<file path="config.mk">
export PLATFORM = sky130hd
export DESIGN_NAME = four_digit_seven_segment_driver
export DESIGN_NICKNAME = d
export VERILOG_FILES = /design/src/rtl/fdssd_pkg.sv /design/src/rtl/fdssd_front.sv /design/src/rtl/fdssd_fifo.sv /design/src/rtl/fdssd_back.sv /design/src/rtl/four_digit_seven_segment_driver.sv
export SDC_FILE = /design/constraint.sdc
export NUM_CORES = 1
export LEC_CHECK = 0
export BUFFER_PORTS_ARGS = -buffer_cell sky130_fd_sc_hd__buf_2
export CAP_MARGIN = 40
export CELL_PAD_IN_SITES_DETAIL_PLACEMENT = 1
export CELL_PAD_IN_SITES_GLOBAL_PLACEMENT = 2
export CORE_UTILIZATION = 40
export CTS_CLUSTER_SIZE = 14
export DETAILED_ROUTE_END_ITERATION = 10
export HOLD_SLACK_MARGIN = 0.15
export PLACE_DENSITY = 0.8
export RECOVER_POWER = 50
export SYNTH_ARGS = -nofsm -noshare
export SYNTH_HDL_FRONTEND = slang
export SYNTH_SLANG_ARGS = --single-unit
</file>
<file path="constraint.sdc">
create_clock -name clk_i -period 8.3 [get_ports clk_i]
set_input_delay 0.83 -clock clk_i [delete_from_list [all_inputs] [get_ports clk_i]]
set_output_delay 0.83 -clock clk_i [all_outputs]
set_load 0.005 [all_outputs]
</file>
<file path="src/rtl/fdssd_pkg.sv">
`timescale 1ns / 1ps
`default_nettype none

package fdssd_pkg;

  localparam int unsigned RemWidth = 14;
  localparam int unsigned MaxDigit = 9;
  localparam logic [1:0]  LastStep = 2'd3;
  localparam logic signed [15:0] ValueLimit = 16'sd10000;

  typedef struct packed {
    logic [1:0] pos;
    logic [3:0] bcd;
    logic       last;
  } entry_t;

  typedef struct packed {
    logic   push;
    entry_t item;
  } wr_t;

  function automatic logic [RemWidth-1:0] step_weight(input logic [1:0] step);
    logic [RemWidth-1:0] w;
    unique case (step)
      2'd0: w = 14'd1000;
      2'd1: w = 14'd100;
      2'd2: w = 14'd10;
      2'd3: w = 14'd1;
    endcase
    return w;
  endfunction

  function automatic logic [6:0] seg_of(input logic [3:0] bcd);
    logic [6:0] s;
    unique case (bcd)
      4'd0:    s = 7'h3F;
      4'd1:    s = 7'h06;
      4'd2:    s = 7'h5B;
      4'd3:    s = 7'h4F;
      4'd4:    s = 7'h66;
      4'd5:    s = 7'h6D;
      4'd6:    s = 7'h7D;
      4'd7:    s = 7'h07;
      4'd8:    s = 7'h7F;
      4'd9:    s = 7'h6F;
      default: s = 7'h00;
    endcase
    return s;
  endfunction

endpackage

`default_nettype wire

</file>
<file path="src/rtl/fdssd_front.sv">
`timescale 1ns / 1ps
`default_nettype none

module fdssd_front (
  input  wire logic                clk_i,
  input  wire logic                rst_ni,
  input  wire logic                push_i,
  output logic                     full_o,
  input  wire logic signed [15:0]  value_i,
  output fdssd_pkg::wr_t           wr_o,
  input  wire logic                q_full_i
);
  import fdssd_pkg::*;

  typedef enum logic {ST_IDLE, ST_RUN} state_e;

  state_e              state_q, state_d;
  logic [1:0]          step_q, step_d;
  logic [RemWidth-1:0] rem_q, rem_d;
  logic                started_q, started_d;

  logic [RemWidth-1:0] weight;
  logic [RemWidth-1:0] sub;
  logic [3:0]          qdig;
  logic                emit, advance, finish, accept, in_range;

  always_comb begin
    weight = step_weight(step_q);
    qdig   = '0;
    sub    = '0;
    for (int k = 1; k <= MaxDigit; k++) begin
      if (rem_q >= RemWidth'(RemWidth'(k) * weight)) begin
        qdig = 4'(k);
        sub  = RemWidth'(RemWidth'(k) * weight);
      end
    end

    emit     = (qdig != 4'd0) || started_q || (step_q == LastStep);
    advance  = (state_q == ST_RUN) && (!emit || !q_full_i);
    finish   = advance && (step_q == LastStep);
    full_o   = (state_q == ST_RUN) && !finish;
    accept   = push_i && !full_o;
    in_range = !value_i[15] && (value_i < ValueLimit);

    state_d   = state_q;
    step_d    = step_q;
    rem_d     = rem_q;
    started_d = started_q;
    if (advance) begin
      rem_d     = rem_q - sub;
      step_d    = step_q + 2'd1;
      started_d = started_q || emit;
    end
    if (finish) begin
      state_d = ST_IDLE;
    end
    if (accept && in_range) begin
      state_d   = ST_RUN;
      rem_d     = value_i[RemWidth-1:0];
      step_d    = '0;
      started_d = 1'b0;
    end

    wr_o.push      = (state_q == ST_RUN) && emit && !q_full_i;
    wr_o.item.pos  = step_q;
    wr_o.item.bcd  = qdig;
    wr_o.item.last = (step_q == LastStep);
  end

  always_ff @(posedge clk_i or negedge rst_ni) begin
    if (!rst_ni) begin
      state_q   <= ST_IDLE;
      step_q    <= '0;
      rem_q     <= '0;
      started_q <= 1'b0;
    end else begin
      state_q   <= state_d;
      step_q    <= step_d;
      rem_q     <= rem_d;
      started_q <= started_d;
    end
  end

  a_no_push_when_full: assert property (@(posedge clk_i) disable iff (!rst_ni)
    wr_o.push |-> !q_full_i) else $error("front pushed into a full queue");

  a_idle_no_push: assert property (@(posedge clk_i) disable iff (!rst_ni)
    (state_q == ST_IDLE) |-> !wr_o.push) else $error("front pushed while idle");

  a_digit_range: assert property (@(posedge clk_i) disable iff (!rst_ni)
    wr_o.push |-> (wr_o.item.bcd <= 4'd9)) else $error("digit out of range");

endmodule

`default_nettype wire

</file>
<file path="src/rtl/fdssd_fifo.sv">
`timescale 1ns / 1ps
`default_nettype none

module fdssd_fifo #(
  parameter int unsigned Depth = 4
) (
  input  wire logic              clk_i,
  input  wire logic              rst_ni,
  input  wire fdssd_pkg::wr_t    wr_i,
  output logic                   full_o,
  input  wire logic              pop_i,
  output logic                   empty_o,
  output fdssd_pkg::entry_t      item_o
);
  import fdssd_pkg::*;

  localparam int unsigned PtrW = (Depth > 1) ? $clog2(Depth) : 1;
  localparam int unsigned CntW = $clog2(Depth + 1);
  localparam logic [PtrW-1:0] PtrLast = PtrW'(Depth - 1);
  localparam logic [CntW-1:0] CntFull = CntW'(Depth);

  entry_t          mem_q [Depth];
  logic [PtrW-1:0] wptr_q, wptr_d, rptr_q, rptr_d;
  logic [CntW-1:0] cnt_q, cnt_d;
  logic            do_wr, do_rd;

  always_comb begin
    full_o  = (cnt_q == CntFull);
    empty_o = (cnt_q == '0);
    item_o  = mem_q[rptr_q];
    do_wr   = wr_i.push && !full_o;
    do_rd   = pop_i && !empty_o;

    wptr_d = wptr_q;
    rptr_d = rptr_q;
    cnt_d  = cnt_q;
    if (do_wr) begin
      wptr_d = (wptr_q == PtrLast) ? '0 : wptr_q + PtrW'(1);
    end
    if (do_rd) begin
      rptr_d = (rptr_q == PtrLast) ? '0 : rptr_q + PtrW'(1);
    end
    if (do_wr && !do_rd) begin
      cnt_d = cnt_q + CntW'(1);
    end else if (do_rd && !do_wr) begin
      cnt_d = cnt_q - CntW'(1);
    end
  end

  always_ff @(posedge clk_i or negedge rst_ni) begin
    if (!rst_ni) begin
      wptr_q <= '0;
      rptr_q <= '0;
      cnt_q  <= '0;
    end else begin
      wptr_q <= wptr_d;
      rptr_q <= rptr_d;
      cnt_q  <= cnt_d;
    end
  end

  always_ff @(posedge clk_i) begin
    if (do_wr) begin
      mem_q[wptr_q] <= wr_i.item;
    end
  end

  a_cnt_bound: assert property (@(posedge clk_i) disable iff (!rst_ni)
    cnt_q <= CntFull) else $error("queue count over depth");

  a_cnt_up: assert property (@(posedge clk_i) disable iff (!rst_ni)
    (do_wr && !do_rd) |=> (cnt_q == $past(cnt_q) + CntW'(1)))
    else $error("queue count did not advance on write");

  a_empty_ptrs: assert property (@(posedge clk_i) disable iff (!rst_ni)
    empty_o |-> (rptr_q == wptr_q)) else $error("empty queue with unequal pointers");

endmodule

`default_nettype wire

</file>
<file path="src/rtl/fdssd_back.sv">
`timescale 1ns / 1ps
`default_nettype none

module fdssd_back (
  input  wire logic              clk_i,
  input  wire logic              rst_ni,
  input  wire logic              q_empty_i,
  input  wire fdssd_pkg::entry_t q_item_i,
  output logic                   q_pop_o,
  input  wire logic              pop_i,
  output logic                   empty_o,
  output logic [1:0]             digit_position_o,
  output logic [6:0]             segments_o,
  output logic                   last_o
);
  import fdssd_pkg::*;

  logic       valid_q, valid_d;
  logic [1:0] pos_q;
  logic [6:0] seg_q;
  logic       last_q;

  always_comb begin
    empty_o = !valid_q;
    q_pop_o = !q_empty_i && (!valid_q || pop_i);
    valid_d = valid_q;
    if (q_pop_o) begin
      valid_d = 1'b1;
    end else if (pop_i) begin
      valid_d = 1'b0;
    end
  end

  always_ff @(posedge clk_i or negedge rst_ni) begin
    if (!rst_ni) begin
      valid_q <= 1'b0;
    end else begin
      valid_q <= valid_d;
    end
  end

  always_ff @(posedge clk_i) begin
    if (q_pop_o) begin
      pos_q  <= q_item_i.pos;
      seg_q  <= seg_of(q_item_i.bcd);
      last_q <= q_item_i.last;
    end
  end

  assign digit_position_o = pos_q;
  assign segments_o       = seg_q;
  assign last_o           = last_q;

  a_load_sets_valid: assert property (@(posedge clk_i) disable iff (!rst_ni)
    q_pop_o |=> valid_q) else $error("result register not filled after load");

  a_last_position: assert property (@(posedge clk_i) disable iff (!rst_ni)
    (valid_q && last_q) |-> (pos_q == LastStep)) else $error("last flag off rightmost digit");

  a_hold_result: assert property (@(posedge clk_i) disable iff (!rst_ni)
    (valid_q && !pop_i) |=> (valid_q && $stable(pos_q) && $stable(seg_q) && $stable(last_q)))
    else $error("waiting result changed");

endmodule

`default_nettype wire

</file>
<file path="src/rtl/four_digit_seven_segment_driver.sv">
// Channel   Direction  Handshake             Payload
// input     in         push / full           value_i (16, signed)
// result    out        empty / pop           digit_position_o, segments_o, last_o
//
// A value in 0..9999 occupies the front, one decimal digit a cycle while the
// queue is not full, from the compare-subtract digit unit; other values are
// dropped on accept. Each digit passes from the queue into the result register.
// Reset (rst_ni, async, active low) empties the queue and the result register.
// A full queue holds the front; a held result register stalls only the queue.
`timescale 1ns / 1ps
`default_nettype none

module four_digit_seven_segment_driver #(
  parameter int unsigned QueueDepth = 4
) (
  input  wire logic               clk_i,
  input  wire logic               rst_ni,
  input  wire logic               push,
  output logic                    full,
  input  wire logic signed [15:0] value_i,
  output logic                    empty,
  input  wire logic               pop,
  output logic [1:0]              digit_position_o,
  output logic [6:0]              segments_o,
  output logic                    last_o
);
  import fdssd_pkg::*;

  wr_t    wr;
  logic   q_full, q_empty, q_pop;
  entry_t q_item;

  fdssd_front u_front (
    .clk_i    (clk_i),
    .rst_ni   (rst_ni),
    .push_i   (push),
    .full_o   (full),
    .value_i  (value_i),
    .wr_o     (wr),
    .q_full_i (q_full)
  );

  fdssd_fifo #(
    .Depth (QueueDepth)
  ) u_fifo (
    .clk_i   (clk_i),
    .rst_ni  (rst_ni),
    .wr_i    (wr),
    .full_o  (q_full),
    .pop_i   (q_pop),
    .empty_o (q_empty),
    .item_o  (q_item)
  );

  fdssd_back u_back (
    .clk_i            (clk_i),
    .rst_ni           (rst_ni),
    .q_empty_i        (q_empty),
    .q_item_i         (q_item),
    .q_pop_o          (q_pop),
    .pop_i            (pop),
    .empty_o          (empty),
    .digit_position_o (digit_position_o),
    .segments_o       (segments_o),
    .last_o           (last_o)
  );

endmodule

`default_nettype wire
</file>
==> run_results.csv <==
group,metric,value,unit
timing,period_needed,7740,ps
global_route,grt_start_max_net_pins,27,
synth,synth_fp_nets,741,
setup_path,rrSetupSlack,560,ps
synth,synthMostInstantiatedCell,"ha_1",
outcome,status,"finished with violations",
clock_network,ctsResizeCount,0,
clock_network,clkLatencyLatePin,330,ps
setup_path,r2r-end,"u_front.rem_q[12]",
synth,yosys_warnings,0,
global_route,grt_pass1_vias,5569,
setup_path,slowest_delay,780,ps
worst_hold_path,worstHoldStart,"u_fifo.cnt_q[2]",
clock_network,clockBufferDepth,2,
synth,ys_top_cells_by_count,"ha_1 (90), nor2_1 (50), inv_1 (42)",
synth,ys_types,87,
synth,ys_ff_latch,64,
global_route,grt_pass1_wl,32.2,mm
timing,setup_violations,0,
timing,skew,6.34,ps
global_route,grt_use_total,26.9,%
setup_path,crit_fanout,19,
timing,worst_slew_pin_slew,1560,ps
placement,io_buffers,31,
setup_path,path_cells,"inv_1 > ha_1 > buf_4 > inv_1 > ha_1 > a211oi_4 > o2111ai_1 > a211o_1 > and3b_4 > o311ai_4 > a21boi_0 > and2_1 > ha_1 > fa_1 > nor2b_1 > o21ai_0 > a21boi_0 > or4_1 > a31o_2 > o41ai_1 > xnor2_1 > mux2_1 > mux2_4",
synth,ys_async_sr_fraction,40.6,%
placement,gp_congestion,0.952,
final_layout,diodes,0,
clock_network,cts_made_buffers,9,
detailed_routing,ant_nets,0,
clock_network,hold_buffers,0,
setup_path,startpoint_type,"register",
timing,drv_slew,27,
timing,hold_slack,502,ps
clock_network,numClockSinks,64,
detailed_routing,wl_per_cell,24.0,um
worst_hold_path,min_to,"u_fifo.cnt_q[2]",
timing,relSlewSlack,-4.19,%
clock_network,cts_root_buffer,"clkbuf_16",
floorplan,die_w,125,um
detailed_routing,num_vias,5245,
global_route,antenna_found_initial,0,
synth,yosysSeqAreaShare,29.4,%
clock_network,cts_setup_buffers,0,
detailed_routing,wl_met2,9.04,mm
setup_path,required,8510,ps
timing,finalHoldViolations,0,
detailed_routing,wl_met1,9.77,mm
detailed_routing,highest_layer,"met4",
synth,synth.area.top_cells,"edfxtp_1 (19%), ha_1 (18%), dfrtp_1 (11%)",
detailed_routing,drc,2,
synth,synthFlopType,"edfxtp_1",
detailed_routing,drtPass1Iterations,10,
floorplan,dieArea,15700,sq um
timing,fin_crit_sh,93.2,%
detailed_routing,met3_length,1.10,mm
setup_path,critical_path_class,"reg -> reg",
synth,synth-edff-count,38,
floorplan,initial_utilization,41.4,%
setup_path,end_kind,"register",
setup_path,cp_common_cell,"ha_1",
synth,synth_top_area_share,18.7,%
timing,timing.fmax,129,MHz
timing,rsz0062_at_grt,"false",
final_layout,fillers,1680,
timing,tns,0,ps
placement,dp_hpwl,16.0,mm
final_layout,synthToLayoutAreaGrowth,10.6,%
detailed_routing,avgViaCountPerCell,6.19,
synth,synthCells,629,
setup_path,worstPathArrival,7950,ps
clock_network,clk_pin_slew,60,ps
clock_network,htreeDepth,3,
setup_path,rr_startpoint,"u_front.step_q[1]",
outcome,violations,"DRC, capacitance limit, slew limit",
final_layout,nets,770,
floorplan,die_height,125,um
job,maxCapViolCount,1,
floorplan,core_area,14700,sq um
detailed_routing,drt_iter0_drc,403,
floorplan,ios,32,
setup_path,ff2ff_path_depth,23,
synth,netlist_area,6090,sq um
synth,syn_avg_cell_area,9.68,sq um
worst_hold_path,hold_class,"reg -> reg",
setup_path,critPathSlowestCell,"dfrtp_1",
detailed_routing,wirelength,20.3,mm
worst_hold_path,hold_depth,1,
floorplan,num_rows,44,
synth,synth_largest_area_cell,"edfxtp_1",
final_layout,final_layout_size_suffix_gt1_share,13.0,%
global_route,grt_remaining_overflow,0,
clock_network,cts_tree,"built",
[cell type report]
| cell class | instances | area (sq um) | share of cell area, % |
|---|---|---|---|
| Multi-Input combinational cell | 504 | 4030 | 59.9 |
| Sequential cell | 64 | 1790 | 26.6 |
| Clock buffer | 11 | 233 | 3.45 |
| Tap cell | 184 | 230 | 3.42 |
| Timing Repair Buffer | 36 | 185 | 2.75 |
| Inverter | 43 | 161 | 2.40 |
| Clock inverter | 5 | 104 | 1.54 |
[cell families (layout without fill, tap and decap cells)]
logic type / count (synthesis) / in the layout / synth area share [%]
AO/OA/AOI/OAI: 182 / 182 / 21.6
AND/OR/NAND/NOR: 174 / 174 / 14.3
adder cells (fa/ha/maj): 93 / 93 / 19.3
flip-flops: 64 / 64 / 29.4
buffers and inverters: 61 / 95 / 4.36
multiplexers: 37 / 37 / 8.38
XOR/XNOR: 18 / 18 / 2.59
[placed cells by master, fill, tap and decap left out, types with 14 or more instances in the layout]
cell type,synthesis,layout
ha_1,90,90
nor2_1,50,50
inv_1,42,42
nand2_1,41,41
a21oi_1,38,38
edfxtp_1,38,38
o21ai_0,34,34
dfrtp_1,26,26
buf_2,2,25
nor3_1,15,15
nand3_1,14,14
xnor2_1,14,14
[layer usage]
layer / vias to the layer above / global-route usage (%)
li1: 2450 / -
met5: - / 0
met2: 157 / 42.1
met4: 0 / 7.39
met1: 2612 / 38.0
met3: 26 / 4.88
[state kept, by name (all words and copies together), names as in the netlist]
name,flops
u_back.valid_q,1
u_front.state_q,1
u_front.rem_q,14
u_fifo.mem_q,28
u_fifo.wptr_q,2
u_back.segments_o,7
u_front.started_q,1
u_back.digit_position_o,2
u_front.step_q,2
u_fifo.cnt_q,3
u_fifo.rptr_q,2
u_back.last_o,1
[worst max-delay path: cells and delay by family (launching register included)]
family                     cells  cell delay, ps
DFF                            1             780
AOI/OAI and AO/OA              9            2830
xor gates and xnor gates       1             110
buffers and inverters          3             920
adders and majority gates      4            1230
and+or+nand+nor                4            1200
muxes                          2             550
[how the worst max path moves through the flow]
stage / start / to / slack [ps]
2_1_floorplan: u_front.step_q[1] / u_front.rem_q[12] / 2370
3_3_place_gp: u_front.step_q[1] / u_front.rem_q[12] / 990
3_5_place_dp: u_front.step_q[1] / u_front.rem_q[12] / 710
4_1_cts: u_front.step_q[1] / u_front.rem_q[12] / 620
5_1_grt: u_front.step_q[1] / u_front.rem_q[12] / 30
6_report: u_front.step_q[1] / u_front.rem_q[12] / 560
[metrics by stage]
| stage | instance area, sq um | worst slack [ps] | utilization, % | instances |
|---|---|---|---|---|
| finish | 6740 | 561 | 45.8 | 847 |
| global route | 6740 | 28.9 | 45.8 | 847 |
| CTS | 6750 | 617 | 45.9 | 847 |
| detailed placement | 6410 | 711 | 43.6 | 831 |
| global placement | 6400 | 993 | 43.5 | 830 |
| floorplan | 6090 | 2370 | - | 629 |
Power is not shown: default switching activity piles up to over one toggle a cycle in this logic, so the estimate is an artifact.
